**config.mk**
```make
export PLATFORM = sky130hd
export DESIGN_NAME = i2c_temp_sensor_registers_core
export DESIGN_NICKNAME = d
export VERILOG_FILES = /design/src/rtl/i2ctsr_pkg.sv /design/src/rtl/i2c_temp_sensor_registers_core.sv /design/src/rtl/i2ctsr_ctrl.sv /design/src/rtl/i2ctsr_dp.sv
export VERILOG_INCLUDE_DIRS = /design/src /design/src/rtl
export SDC_FILE = /design/constraint.sdc
export NUM_CORES = 1
export LEC_CHECK = 0
export BUFFER_PORTS_ARGS = -buffer_cell sky130_fd_sc_hd__buf_2
export CAP_MARGIN = 20
export CORE_ASPECT_RATIO = 0.7
export CORE_MARGIN = 5
export CORE_UTILIZATION = 55
export CTS_CLUSTER_DIAMETER = 100
export DETAILED_ROUTE_END_ITERATION = 10
export GPL_ROUTABILITY_DRIVEN = 1
export GPL_TIMING_DRIVEN = 0
export HOLD_SLACK_MARGIN = 0.1
export PLACE_DENSITY = 0.78
export SLEW_MARGIN = 20
export SYNTH_ARGS = -nofsm -noshare
export SYNTH_HDL_FRONTEND = slang
export SYNTH_HIERARCHICAL = 1
export SYNTH_SLANG_ARGS = --single-unit
```
**constraint.sdc**
```tcl
create_clock -name clk -period 4.85 [get_ports clk]
set_clock_uncertainty 0.2 [all_clocks]
set_input_delay 0.2425 -clock clk [delete_from_list [all_inputs] [get_ports clk]]
set_output_delay 0.2425 -clock clk [all_outputs]
set_load 0.005 [all_outputs]
```
**src/rtl/i2c_temp_sensor_registers_core_defines.svh**
```systemverilog
// Assertion macros shared by the temperature sensor register block.
// Included by the controller and datapath files; needs nothing else.
`ifndef I2C_TEMP_SENSOR_REGISTERS_CORE_DEFINES_SVH
`define I2C_TEMP_SENSOR_REGISTERS_CORE_DEFINES_SVH

// Same-cycle implication, checked on every clock edge outside reset.
`define TSR_ASSERT_NOW(lbl, ante, cons, msg) \
  lbl: assert property (@(posedge clk) disable iff (!rst_n) (ante) |-> (cons)) \
    else $error(msg);

// Next-cycle implication, checked on every clock edge outside reset.
`define TSR_ASSERT_NEXT(lbl, ante, cons, msg) \
  lbl: assert property (@(posedge clk) disable iff (!rst_n) (ante) |=> (cons)) \
    else $error(msg);

`endif

```
**src/rtl/i2ctsr_pkg.sv**
```systemverilog
// Shared types and constants for the temperature sensor register block.
// No dependencies.
package i2ctsr_pkg;

  // Bus event codes.
  localparam logic [1:0] OP_START = 2'd0;
  localparam logic [1:0] OP_READ  = 2'd1;
  localparam logic [1:0] OP_WRITE = 2'd2;

  // Byte phase after a start condition.
  localparam logic [1:0] PH_POINTER = 2'd0;
  localparam logic [1:0] PH_FIRST   = 2'd1;
  localparam logic [1:0] PH_LATER   = 2'd2;

  // Register pointer codes.
  localparam logic [1:0] PTR_TEMP  = 2'd0;
  localparam logic [1:0] PTR_CONF  = 2'd1;
  localparam logic [1:0] PTR_HYST  = 2'd2;
  localparam logic [1:0] PTR_OTEMP = 2'd3;

  localparam int unsigned KEEP_PTR_BIT = 2;

  localparam logic [7:0] HYST_RST_HI  = 8'h4B;
  localparam logic [7:0] OTEMP_RST_HI = 8'h50;

  typedef enum logic [0:0] {
    ST_IDLE = 1'b0,
    ST_EXEC = 1'b1
  } ctrl_state_t;

  typedef struct packed {
    logic capture;
    logic exec;
  } dp_cmd_t;

endpackage

```
**src/rtl/i2c_temp_sensor_registers_core.sv**
```systemverilog
// Top level of the temperature sensor register block.
// Depends on i2ctsr_pkg, i2ctsr_ctrl and i2ctsr_dp.
//
//   Channel | Handshake                 | Payload
//   input   | start in, busy out        | in_op, in_data, in_temperature
//   result  | out_valid strobe (1 cycle) | out_read_data, out_ack
//
// Every event is first captured as a word and then executed.
// The result strobes in the cycle after execution, and busy is low again in
// that same cycle, so a new start can be taken while the result is shown.
// Reset (rst_n low at a clock edge) returns the phase, pointer and setpoints
// to their power-on values; no clearing pass is needed.
// The receiver cannot stall, so nothing ever holds a result back.
module i2c_temp_sensor_registers_core
  import i2ctsr_pkg::*;
(
  input  logic              clk,
  input  logic              rst_n,
  input  logic              start,
  output logic              busy,
  input  logic [1:0]        in_op,
  input  logic [7:0]        in_data,
  input  logic signed [7:0] in_temperature,
  output logic              out_valid,
  output logic [7:0]        out_read_data,
  output logic              out_ack
);

  dp_cmd_t cmd;

  i2ctsr_ctrl u_ctrl (
    .clk       (clk),
    .rst_n     (rst_n),
    .start     (start),
    .busy      (busy),
    .out_valid (out_valid),
    .cmd       (cmd)
  );

  i2ctsr_dp u_dp (
    .clk            (clk),
    .rst_n          (rst_n),
    .cmd            (cmd),
    .in_op          (in_op),
    .in_data        (in_data),
    .in_temperature (in_temperature),
    .out_read_data  (out_read_data),
    .out_ack        (out_ack)
  );

endmodule

```
**src/rtl/i2ctsr_ctrl.sv**
```systemverilog
// Sequencer for the temperature sensor register block: capture, execute, strobe.
// Depends on i2ctsr_pkg and the shared assertion macros.
`include "i2c_temp_sensor_registers_core_defines.svh"

module i2ctsr_ctrl
  import i2ctsr_pkg::*;
(
  input  logic    clk,
  input  logic    rst_n,
  input  logic    start,
  output logic    busy,
  output logic    out_valid,
  output dp_cmd_t cmd
);

  ctrl_state_t state_r, state_nxt;
  logic        valid_r, valid_nxt;

  always_ff @(posedge clk) begin
    if (!rst_n) begin
      state_r <= ST_IDLE;
      valid_r <= 1'b0;
    end else begin
      state_r <= state_nxt;
      valid_r <= valid_nxt;
    end
  end

  always_comb begin
    state_nxt   = state_r;
    valid_nxt   = 1'b0;
    cmd.capture = 1'b0;
    cmd.exec    = 1'b0;
    busy        = 1'b0;
    unique case (state_r)
      ST_IDLE: begin
        if (start) begin
          cmd.capture = 1'b1;
          state_nxt   = ST_EXEC;
        end
      end
      ST_EXEC: begin
        busy      = 1'b1;
        cmd.exec  = 1'b1;
        valid_nxt = 1'b1;
        state_nxt = ST_IDLE;
      end
      default: state_nxt = ST_IDLE;
    endcase
  end

  assign out_valid = valid_r;

  `TSR_ASSERT_NEXT(a_exec_strobes, cmd.exec, out_valid, "executed word produced no strobe")
  `TSR_ASSERT_NOW(a_strobe_not_busy, out_valid, !busy, "strobe raised while busy")
  `TSR_ASSERT_NEXT(a_capture_execs, cmd.capture, cmd.exec, "captured word not executed")

endmodule

```
**src/rtl/i2ctsr_dp.sv**
```systemverilog
// Datapath of the temperature sensor register block: event registers,
// phase, pointer, setpoint bytes and result registers.
// Depends on i2ctsr_pkg and the shared assertion macros.
`include "i2c_temp_sensor_registers_core_defines.svh"

module i2ctsr_dp
  import i2ctsr_pkg::*;
(
  input  logic              clk,
  input  logic              rst_n,
  input  dp_cmd_t           cmd,
  input  logic [1:0]        in_op,
  input  logic [7:0]        in_data,
  input  logic signed [7:0] in_temperature,
  output logic [7:0]        out_read_data,
  output logic              out_ack
);

  // Captured event.
  logic [1:0] op_r;
  logic [7:0] data_r;
  logic [7:0] temp_r;

  logic [1:0] phase_r, phase_nxt;
  logic [1:0] ptr_r, ptr_nxt;
  logic [7:0] conf_r, conf_nxt;
  logic [7:0] hyst_hi_r, hyst_hi_nxt, hyst_lo_r, hyst_lo_nxt;
  logic [7:0] ot_hi_r, ot_hi_nxt, ot_lo_r, ot_lo_nxt;
  logic [7:0] rd_r, rd_nxt;
  logic       ack_r, ack_nxt;

  logic [1:0] rd_phase;
  logic       first;

  always_ff @(posedge clk) begin
    if (cmd.capture) begin
      op_r   <= in_op;
      data_r <= in_data;
      temp_r <= in_temperature;
    end
  end

  always_ff @(posedge clk) begin
    if (!rst_n) begin
      phase_r   <= PH_POINTER;
      ptr_r     <= PTR_TEMP;
      conf_r    <= 8'h00;
      hyst_hi_r <= HYST_RST_HI;
      hyst_lo_r <= 8'h00;
      ot_hi_r   <= OTEMP_RST_HI;
      ot_lo_r   <= 8'h00;
    end else if (cmd.exec) begin
      phase_r   <= phase_nxt;
      ptr_r     <= ptr_nxt;
      conf_r    <= conf_nxt;
      hyst_hi_r <= hyst_hi_nxt;
      hyst_lo_r <= hyst_lo_nxt;
      ot_hi_r   <= ot_hi_nxt;
      ot_lo_r   <= ot_lo_nxt;
    end
  end

  always_ff @(posedge clk) begin
    if (cmd.exec) begin
      rd_r  <= rd_nxt;
      ack_r <= ack_nxt;
    end
  end

  // A read right after a start counts as the first data byte.
  assign rd_phase = (phase_r == PH_POINTER) ? PH_FIRST : phase_r;

  always_comb begin
    phase_nxt   = phase_r;
    ptr_nxt     = ptr_r;
    conf_nxt    = conf_r;
    hyst_hi_nxt = hyst_hi_r;
    hyst_lo_nxt = hyst_lo_r;
    ot_hi_nxt   = ot_hi_r;
    ot_lo_nxt   = ot_lo_r;
    rd_nxt      = 8'h00;
    ack_nxt     = 1'b1;
    first       = 1'b0;
    unique case (op_r)
      OP_START: phase_nxt = PH_POINTER;
      OP_READ: begin
        first = (rd_phase == PH_FIRST);
        unique case (ptr_r)
          PTR_TEMP:  rd_nxt = first ? temp_r : 8'h00;
          PTR_CONF:  rd_nxt = conf_r;
          PTR_HYST:  rd_nxt = first ? hyst_hi_r : hyst_lo_r;
          PTR_OTEMP: rd_nxt = first ? ot_hi_r : ot_lo_r;
          default:   rd_nxt = 8'h00;
        endcase
        if (first) begin
          phase_nxt = PH_LATER;
        end else begin
          phase_nxt = rd_phase;
        end
      end
      OP_WRITE: begin
        first = (phase_r == PH_FIRST);
        priority if (phase_r == PH_POINTER) begin
          phase_nxt = PH_FIRST;
          if (!data_r[KEEP_PTR_BIT]) begin
            ptr_nxt = data_r[1:0];
          end
        end else if (first || (phase_r == PH_LATER && ptr_r != PTR_CONF)) begin
          unique case (ptr_r)
            PTR_TEMP:  ;
            PTR_CONF:  conf_nxt = data_r;
            PTR_HYST:  begin
              if (first) begin
                hyst_hi_nxt = data_r;
              end else begin
                hyst_lo_nxt = data_r;
              end
            end
            PTR_OTEMP: begin
              if (first) begin
                ot_hi_nxt = data_r;
              end else begin
                ot_lo_nxt = data_r;
              end
            end
            default: ;
          endcase
          if (first) begin
            phase_nxt = PH_LATER;
          end
        end else begin
          // Second configuration byte, or a phase that cannot arise.
          ack_nxt = 1'b0;
        end
      end
      default: ack_nxt = 1'b0;
    endcase
  end

  assign out_read_data = rd_r;
  assign out_ack       = ack_r;

  `TSR_ASSERT_NOW(a_phase_legal, 1'b1, phase_r != 2'd3, "byte phase reached an unused value")
  `TSR_ASSERT_NEXT(a_read_acked, cmd.exec && op_r == OP_READ, out_ack, "read word not acked")
  `TSR_ASSERT_NEXT(a_conf_refused,
    cmd.exec && op_r == OP_WRITE && phase_r == PH_LATER && ptr_r == PTR_CONF,
    $stable(conf_r) && !out_ack, "second configuration word was taken")

endmodule

```
After elaboration in Yosys (flattened, before gate mapping):

Cells that the tools add are included.

* bitwise operators: 4
* multiplexer cells: 17
* equal/unequal tests: 11
* reduce and logical (&&, ||, !) cells: 14

Operators with widths (count)
* $pmux 8 s4: 1
* $mux 8: 3
* $reduce_and 6->1: 4
* $mux 2: 5
* $eq 2x1->1 const B: 4
* $eq 2x2->1 const B: 4
* $reduce_and 4->1: 2
* $logic_not 2->1: 3
* $ne 3x1->1 const B: 2
* $pmux 2 s3: 1
* $mux 1: 5
* $reduce_and 5->1: 1
* $not 1->1: 4
* $pmux 1 s2: 2
* $reduce_bool 3->1: 1
* $ne 2x1->1 const B: 1
* $reduce_or 2->1: 1
* $logic_and 1x1->1: 1
* $logic_or 1x1->1: 1

* input port bits: 21
* output and inout port bits: 11
* register bits after elaboration: 73
* logic and storage cells: 60

Logic depth before layout (Yosys ltp):

Gate-level depths: netlist of run 1.

* word-level depth: 6
* gate-level depth with buffers: 8
* mapped depth without buffers: 5

Hierarchy:

The synthesis of run 1 kept the hierarchy.

By module, submodules not included
* i2ctsr_dp: area each 3056.7 µm², seq. area each 1691.6 µm², cells an instance 268, times used 1
* i2ctsr_ctrl: area each 81.3 µm², seq. area each 40.0 µm², cells an instance 7, times used 1

Worst setup path before layout of run 1:

Ideal clock, no wire load.

* path type: reg-to-reg
* from: reg u_dp.op_r[0]
* to: reg u_dp.conf_r[0]
* stages on the path, launching flop included: 9
* data required time: 4.578 ns
* setup time: 0.072 ns
* slack: 3.047 ns
* buffers on the path: 3
* period minus slack after synthesis: 1.803 ns
* arrival: 1.532 ns
* cell sequence: edfxtp_1 > inv_1 > ha_1 > buf_2 > and3b_1 > buf_6 > and3_4 > buf_6 > mux2i_1

* cells in the longest elaborated chain, start to end: 2

RTL lines
* start: declaration: RTL line i2ctsr_dp.sv:20 `logic [1:0] op_r;`
* start signal: assignment: RTL line i2ctsr_dp.sv:37 `op_r <= in_op;`
* $eq 2x2->1: RTL line i2ctsr_dp.sv:84 `unique case (op_r)`
* $reduce_and 5->1 (no line)
* end signal: assignment: RTL line i2ctsr_dp.sv:55 `conf_r <= conf_nxt;`
* end: declaration: RTL line i2ctsr_dp.sv:26 `logic [7:0] conf_r, conf_nxt;`

Every way passes these cells.
A chain may end at the register's enable or synchronous reset.

Worst setup path in the final report of run 1:

* from: reg u_dp.op_r[0]
* to: reg u_dp.ot_lo_r[3]

* cells in the longest elaborated chain, start to end: 2

RTL lines
* $eq 2x2->1: RTL line i2ctsr_dp.sv:84
* $reduce_and 6->1 (no line)
* end signal: assignment: RTL line i2ctsr_dp.sv:59 `ot_lo_r <= ot_lo_nxt;`
* end: declaration: RTL line i2ctsr_dp.sv:28 `logic [7:0] ot_hi_r, ot_hi_nxt, ot_lo_r, ot_lo_nxt;`

Every way passes these cells.

==> results of run 1 <==
[cell usage after synthesis]
cell	count
buf_2	5
nand2_1	57
and3_1	3
nor2_2	1
and2_2	1
nand2b_1	2
and3_4	1
and2b_2	1
mux2i_1	48
and3b_1	1
o211ai_1	3
nand4b_1	1
nor2b_1	11
and2_1	1
a21o_1	1
ha_1	5
buf_4	3
nand2_2	1
mux2_2	8
nor3_1	2
dfxtp_1	46
nor4_2	1
inv_1	4
a22oi_1	8
nor4bb_1	1
o21a_1	1
buf_6	3
o211a_1	1
o31ai_1	1
o221ai_1	8
clkbuf_1	6
buf_1	2
and3b_2	1
a21oi_1	1
a31oi_1	1
nor2_1	4
nand3_1	2
o21ai_0	1
edfxtp_1	27
[per-layer routing]
layer	vias to the layer above	share of wire	GRT usage
met1	1116	0.45	0.2790
met4	0	0.016	0.07773
li1	1095	-	-
met2	68	0.47	0.3443
met3	13	0.057	0.05826
met5	-	0	0
[flip-flops by register name, summed over array words and instances (netlist names), 2 cells and up]
signal / cells
u_dp/phase_r: 2
u_dp/conf_r: 8
u_dp/ot_hi_r: 8
u_dp/ptr_r: 2
u_dp/op_r: 2
u_dp/hyst_lo_r: 8
u_dp/hyst_hi_r: 8
u_dp/ot_lo_r: 8
u_dp/out_read_data: 8
u_dp/temp_r: 8
u_dp/data_r: 8
[cell type report]
cell class              count  area (µm²)  share of cell area
well taps                  75       93.84             0.02459
clock buffers               9       123.9             0.03246
clock inverters             7       95.09             0.02492
inverters                   4       15.01            0.003934
repair buffers             52       365.4             0.09574
plain buffers              19       111.4             0.02918
multi-input cells         179        1280              0.3354
flip-flops and latches     73        1732              0.4538
[worst max-delay path, cell delays in order, from the launching register on]
cell	delay (ps)
edfxtp_1	440
inv_1	120
ha_1	150
buf_2	200
nand4b_1	160
nor2_2	540
mux2i_1	260
[cells in the final DEF, fill, tap and decap left out, types with 4 or more instances in the layout]
cell           synthesis  layout
dfxtp_1               46      46
buf_2                  5      36
clkbuf_8               0       9
nand2_1               57      57
inv_1                  4       4
mux2_2                 8       8
nor2b_1               11      11
dlygate4sd3_1          0      21
edfxtp_1              27      27
ha_1                   5       5
nor2_1                 4       4
mux2i_1               48      48
a22oi_1                8       8
clkbuf_1               6       6
o221ai_1               8       8
[kinds of logic after synthesis]
logic type,Yosys count,share of synthesized area
multiplexers,56,0.1818
AO/OA/AOI/OAI,26,0.06420
flip-flops,73,0.5518
AND/OR/NAND/NOR,92,0.1420
adder cells (fa/ha/maj),5,0.01994
buffers and inverters,23,0.04027
[stage by stage]
| stage | utilization | setup slack [ps] | hold slack [ps] |
|---|---|---|---|
| 6_report | 0.6766 | 2718 | 258.3 |
| 5_1_grt | 0.6766 | 2614 | 283.8 |
| 4_1_cts | 0.6766 | 2744 | 258.4 |
| 3_5_place_dp | 0.6005 | 2775 | 220.6 |
| 3_3_place_gp | 0.6005 | 2846 | 218.9 |
| 2_1_floorplan | - | 3047 | 141.4 |
[worst paths after layout]
kind | startpoint | end | slack, ps | depth (start not counted)
worst min-delay path | u_dp/ot_lo_r[6] | u_dp/ot_lo_r[6] | 260 | 2
worst max register to register | u_dp/op_r[0] | u_dp/ot_lo_r[3] | 2720 | 6
worst max-delay path | u_dp/op_r[0] | u_dp/ot_lo_r[3] | 2720 | 6
worst min register to register | u_dp/ot_lo_r[6] | u_dp/ot_lo_r[6] | 260 | 2
[power groups by stage]
| stage | sequential (µW) | combinational [µW] | clock, µW |
|---|---|---|---|
| 5_1_grt | 658 | 83.8 | 561 |
| 4_1_cts | 657 | 76.4 | 529 |
| 2_1_floorplan | 669 | 36.9 | 0 |
| 6_report | 657 | 76.8 | 518 |
| 3_3_place_gp | 670 | 61.8 | 0 |
| 3_5_place_dp | 671 | 63.0 | 0 |
==> impl_metrics.toml, run 1 <==
[status]
status = "finished, final reports clean"

[sta]
fmax_ghz = 0.4691
fin_crit_sh = 0.4396
setup_tns_ps = 0
finalHoldViolCount = 0
worst_pin_slew_ps = 807.5
max_slew_margin = 0.4597
rsz0062_at_grt = "false"
setup_viol = 0
slew_violations = 0
min_period_ps = 2132

[layout]
synthToLayoutAreaGrowth_pct = 21.61
final_cell_count_no_fill = 418
fillCellCount = 431
nets = 364
drive_above_1_share = 0.2128
diodes = 0
design_area_um2 = 3816

[clocking]
cts_setup_buffers = 0
clock_sinks = 73
clkTransAtPathRegs_ps = 80
clk_latency_ps = 350
cts_buffers = 9
cts_tree = "yes"
clock_path_buffers = 2
cts_resized = 0
htreeDepth = 3
cts_hold_buf = 21
root_buffer = "clkbuf_8"

[critical_path]
required_ps = 4920
path_max_fanout = 9
arrival_ps = 2210
start_kind = "flip-flop"
end_kind = "flip-flop"
path_class = "flip-flop to flip-flop"

[global_routing]
grt_pass1_vias = 2349
grt_pass1_wl_mm = 11.65
grt_overflow = 0
grt_use_total = 0.2140
grt_max_degree = 19
antenna_found_initial = 0

[floorplanning]
die_w_um = 100.3
dieArea_um2 = 7340
coreArea_um2 = 5640
row_count = 23
start_util = 0.5563
io_pins = 32
die_h_um = 73.20

[synth]
ys_seq_elements = 73
syn_inst = 275
yosysTopAreaCellShare = 0.2935
yosysUniqueCellTypes = 39
synth.cell_area_um2 = 3138
synth.avg_cell_area_um2 = 11.41
mappedNetlistNets = 301
yosys-top-cells-area = "dfxtp_1, edfxtp_1, mux2i_1"
ys_seq_area_frac = 0.5518
yosysTopAreaCell = "dfxtp_1"
ys_warn_count = 6

[pwr]
p_sw_frac = 0.2216
p_clk_frac = 0.414
p_seq_frac = 0.525
irDropWorstVdd_mv = 0.2531
p_int_uw = 974.3
power_uw = 1252
pwr-share-comb = 0.061
power_density_nw_per_um2 = 328.0
leakage_uw = 0.001494
power_switching_uw = 277.4

[routing]
wl_per_cell_um = 17.36
drt-initial-drc-count = 151
first_pass_iters = 5
drc = 0
vias = 2292
wl_mm = 7.257
postRouteAntennaNets = 0
avgViaCountPerCell = 5.483

[placed_design]
io_buffers = 31
dpl.cell_count = 381
place_congestion = 0.8034
place_area_um2 = 3387
dp_hpwl_mm = 4.571

[run]
max_cap_viol_count = 0

[hold_path]
hold_path_class = "flip-flop to flip-flop"
(Power assumes the default switching activity.)
==> run 2: changes to the inputs <==
Settings changed: CORE_UTILIZATION 55 to 52, PLACE_DENSITY 0.78 to 0.77.
Clock period 4.85 ns to 1.9 ns, I/O delays scaled along.
==> run 2 against run 1 <==
  * First-iteration DRC count rose by 11%
  * Highest routed layer unchanged
  * Hold slack got worse by 4.3 ps
  * Wire length rose by 2.4%
  * Critical endpoint is now u_dp/out_read_data[3]
  * Sequential power rose to 2.6 times the previous value
  * Via count rose by 0.26%
==> impl_metrics.toml, run 2 (synthesized netlist as in run 1, its figures left out) <==
[placed_design]
dp_hpwl_mm = 4.708
io_buffers = 31
dpl.cell_count = 381
place_congestion = 0.8252
place_area_um2 = 3387

[clocking]
cts_buffers = 9
htreeDepth = 3
clock_path_buffers = 2
root_buffer = "clkbuf_8"
clk_latency_ps = 350
clkTransAtPathRegs_ps = 70
cts_tree = "yes"
clock_sinks = 73

[critical_path]
r2r-start = "u_dp/phase_r[1]"
startpoint = "u_dp/phase_r[1]"
path_class = "flip-flop to flip-flop"
arrival_ps = 1700
start_kind = "flip-flop"
r2r-end = "u_dp/out_read_data[3]"
required_ps = 1780
r2r_slack_ps = 80
r2r_cells = 5
end_kind = "flip-flop"
path_max_fanout = 10

[pwr]
irDropWorstVdd_mv = 0.5565
leakage_uw = 0.001514
power_density_nw_per_um2 = 804.3

[layout]
multi_input_area_um2 = 1313
fillCellCount = 440
diodes = 0
drive_above_1_share = 0.2522
register_area_um2 = 1732
design_area_um2 = 3872
final_common_cell = "nand2_1"
nets = 366
final_cell_count_no_fill = 420
layout_common_cells = "nand2_1, mux2i_1, dfxtp_1, buf_2, edfxtp_1"
synthToLayoutAreaGrowth_pct = 23.40

[sta]
whs_ps = 254.0
min_period_ps = 1825
worst_pin_slew_ps = 621.1
rsz0062_at_grt = "false"
max_slew_margin = 0.5859
slew_violations = 0
fin_crit_sh = 0.9603
finalHoldViolCount = 0
setup_viol = 0
fmax_ghz = 0.5481

[hold_path]
min_path_cells = 2
hold_path_end = "u_dp/temp_r[6]"
hold_path_class = "primary input to flip-flop"
hold_start = "in_temperature[6]"

[run]
max_cap_viol_count = 0

[routing]
first_pass_iters = 4
postRouteAntennaNets = 0
wl_mm = 7.433
drc = 0
wl_per_cell_um = 17.70
avgViaCountPerCell = 5.471
drt-initial-drc-count = 168
vias = 2298

[global_routing]
grt_max_degree = 19
antenna_found_initial = 0
grt_pass1_wl_mm = 11.95
grt_overflow = 0
grt_use_total = 0.2114
grt_pass1_vias = 2394

[floorplanning]
coreArea_um2 = 5784
die_h_um = 75.00
io_pins = 32
die_w_um = 102.9
start_util = 0.5425
row_count = 23
dieArea_um2 = 7713

[status]
status = "finished, final reports clean"
run 2: how the worst max path moves through the flow:
stage | endpoint | slack [ps] | cells past startpoint
after global placement | u_dp/ot_lo_r[0] | -120 | 6
final | u_dp/out_read_data[3] | 80 | 5
after CTS | u_dp/hyst_hi_r[0] | 10 | 8
after floorplan | u_dp/conf_r[0] | 100 | 8
after global routing | u_dp/hyst_hi_r[0] | 5 | 6
after detailed placement | u_dp/ot_lo_r[1] | -270 | 6
run 2: what timing repair did:
action,CTS,global route
setup endpoints to repair,40,37
buffers inserted,3,3
hold buffers,21,0
pin swaps,1,0
gates resized for setup,10,9
endpoints found under the hold margin,20,0
run 2: where the power goes:
group	internal (µW)	total, µW	switching (µW)
sequential	1660	1680	16.3
combinational	96.7	207	111
clock	644	1230	588
total	2400	3110	715
run 2: critical path, cell delays in order, from the launching register on:
cell      delay [ps]
dfxtp_1          310
buf_4            160
buf_2            300
mux2_2           380
nand2_1           90
o221ai_1         110
run 2: through the flow:
stage | power (µW) | utilization | worst slack [ps] | TNS [ps]
after detailed placement | 1875 | 0.5856 | -267.8 | -4581
after floorplan | 1802 | - | 96.79 | 0
final | 3115 | 0.6695 | 75.36 | 0
after global placement | 1870 | 0.5856 | -115.3 | -1665
after global routing | 3223 | 0.6695 | 4.930 | 0
after CTS | 3136 | 0.6662 | 11.42 | 0
run 2: per-layer routing:
| layer | vias up | wire length [µm] | part of all wire | GRT usage |
|---|---|---|---|---|
| li1 | 1101 | - | - | - |
| met1 | 1104 | 3200 | 0.43 | 0.2619 |
| met2 | 83 | 3522 | 0.47 | 0.3584 |
| met3 | 10 | 613 | 0.082 | 0.06759 |
| met4 | 0 | 95 | 0.013 | 0.06322 |
| met5 | - | 0 | 0 | 0 |
run 2: area by class of cell:
| cell class | count | share of cell area |
|---|---|---|
| Buffer | 15 | 0.02423 |
| Clock buffer | 10 | 0.03554 |
| Clock inverter | 6 | 0.01680 |
| Inverter | 4 | 0.003877 |
| Multi-Input combinational cell | 179 | 0.3389 |
| Sequential cell | 73 | 0.4472 |
| Tap cell | 75 | 0.02423 |
| Timing Repair Buffer | 58 | 0.1092 |
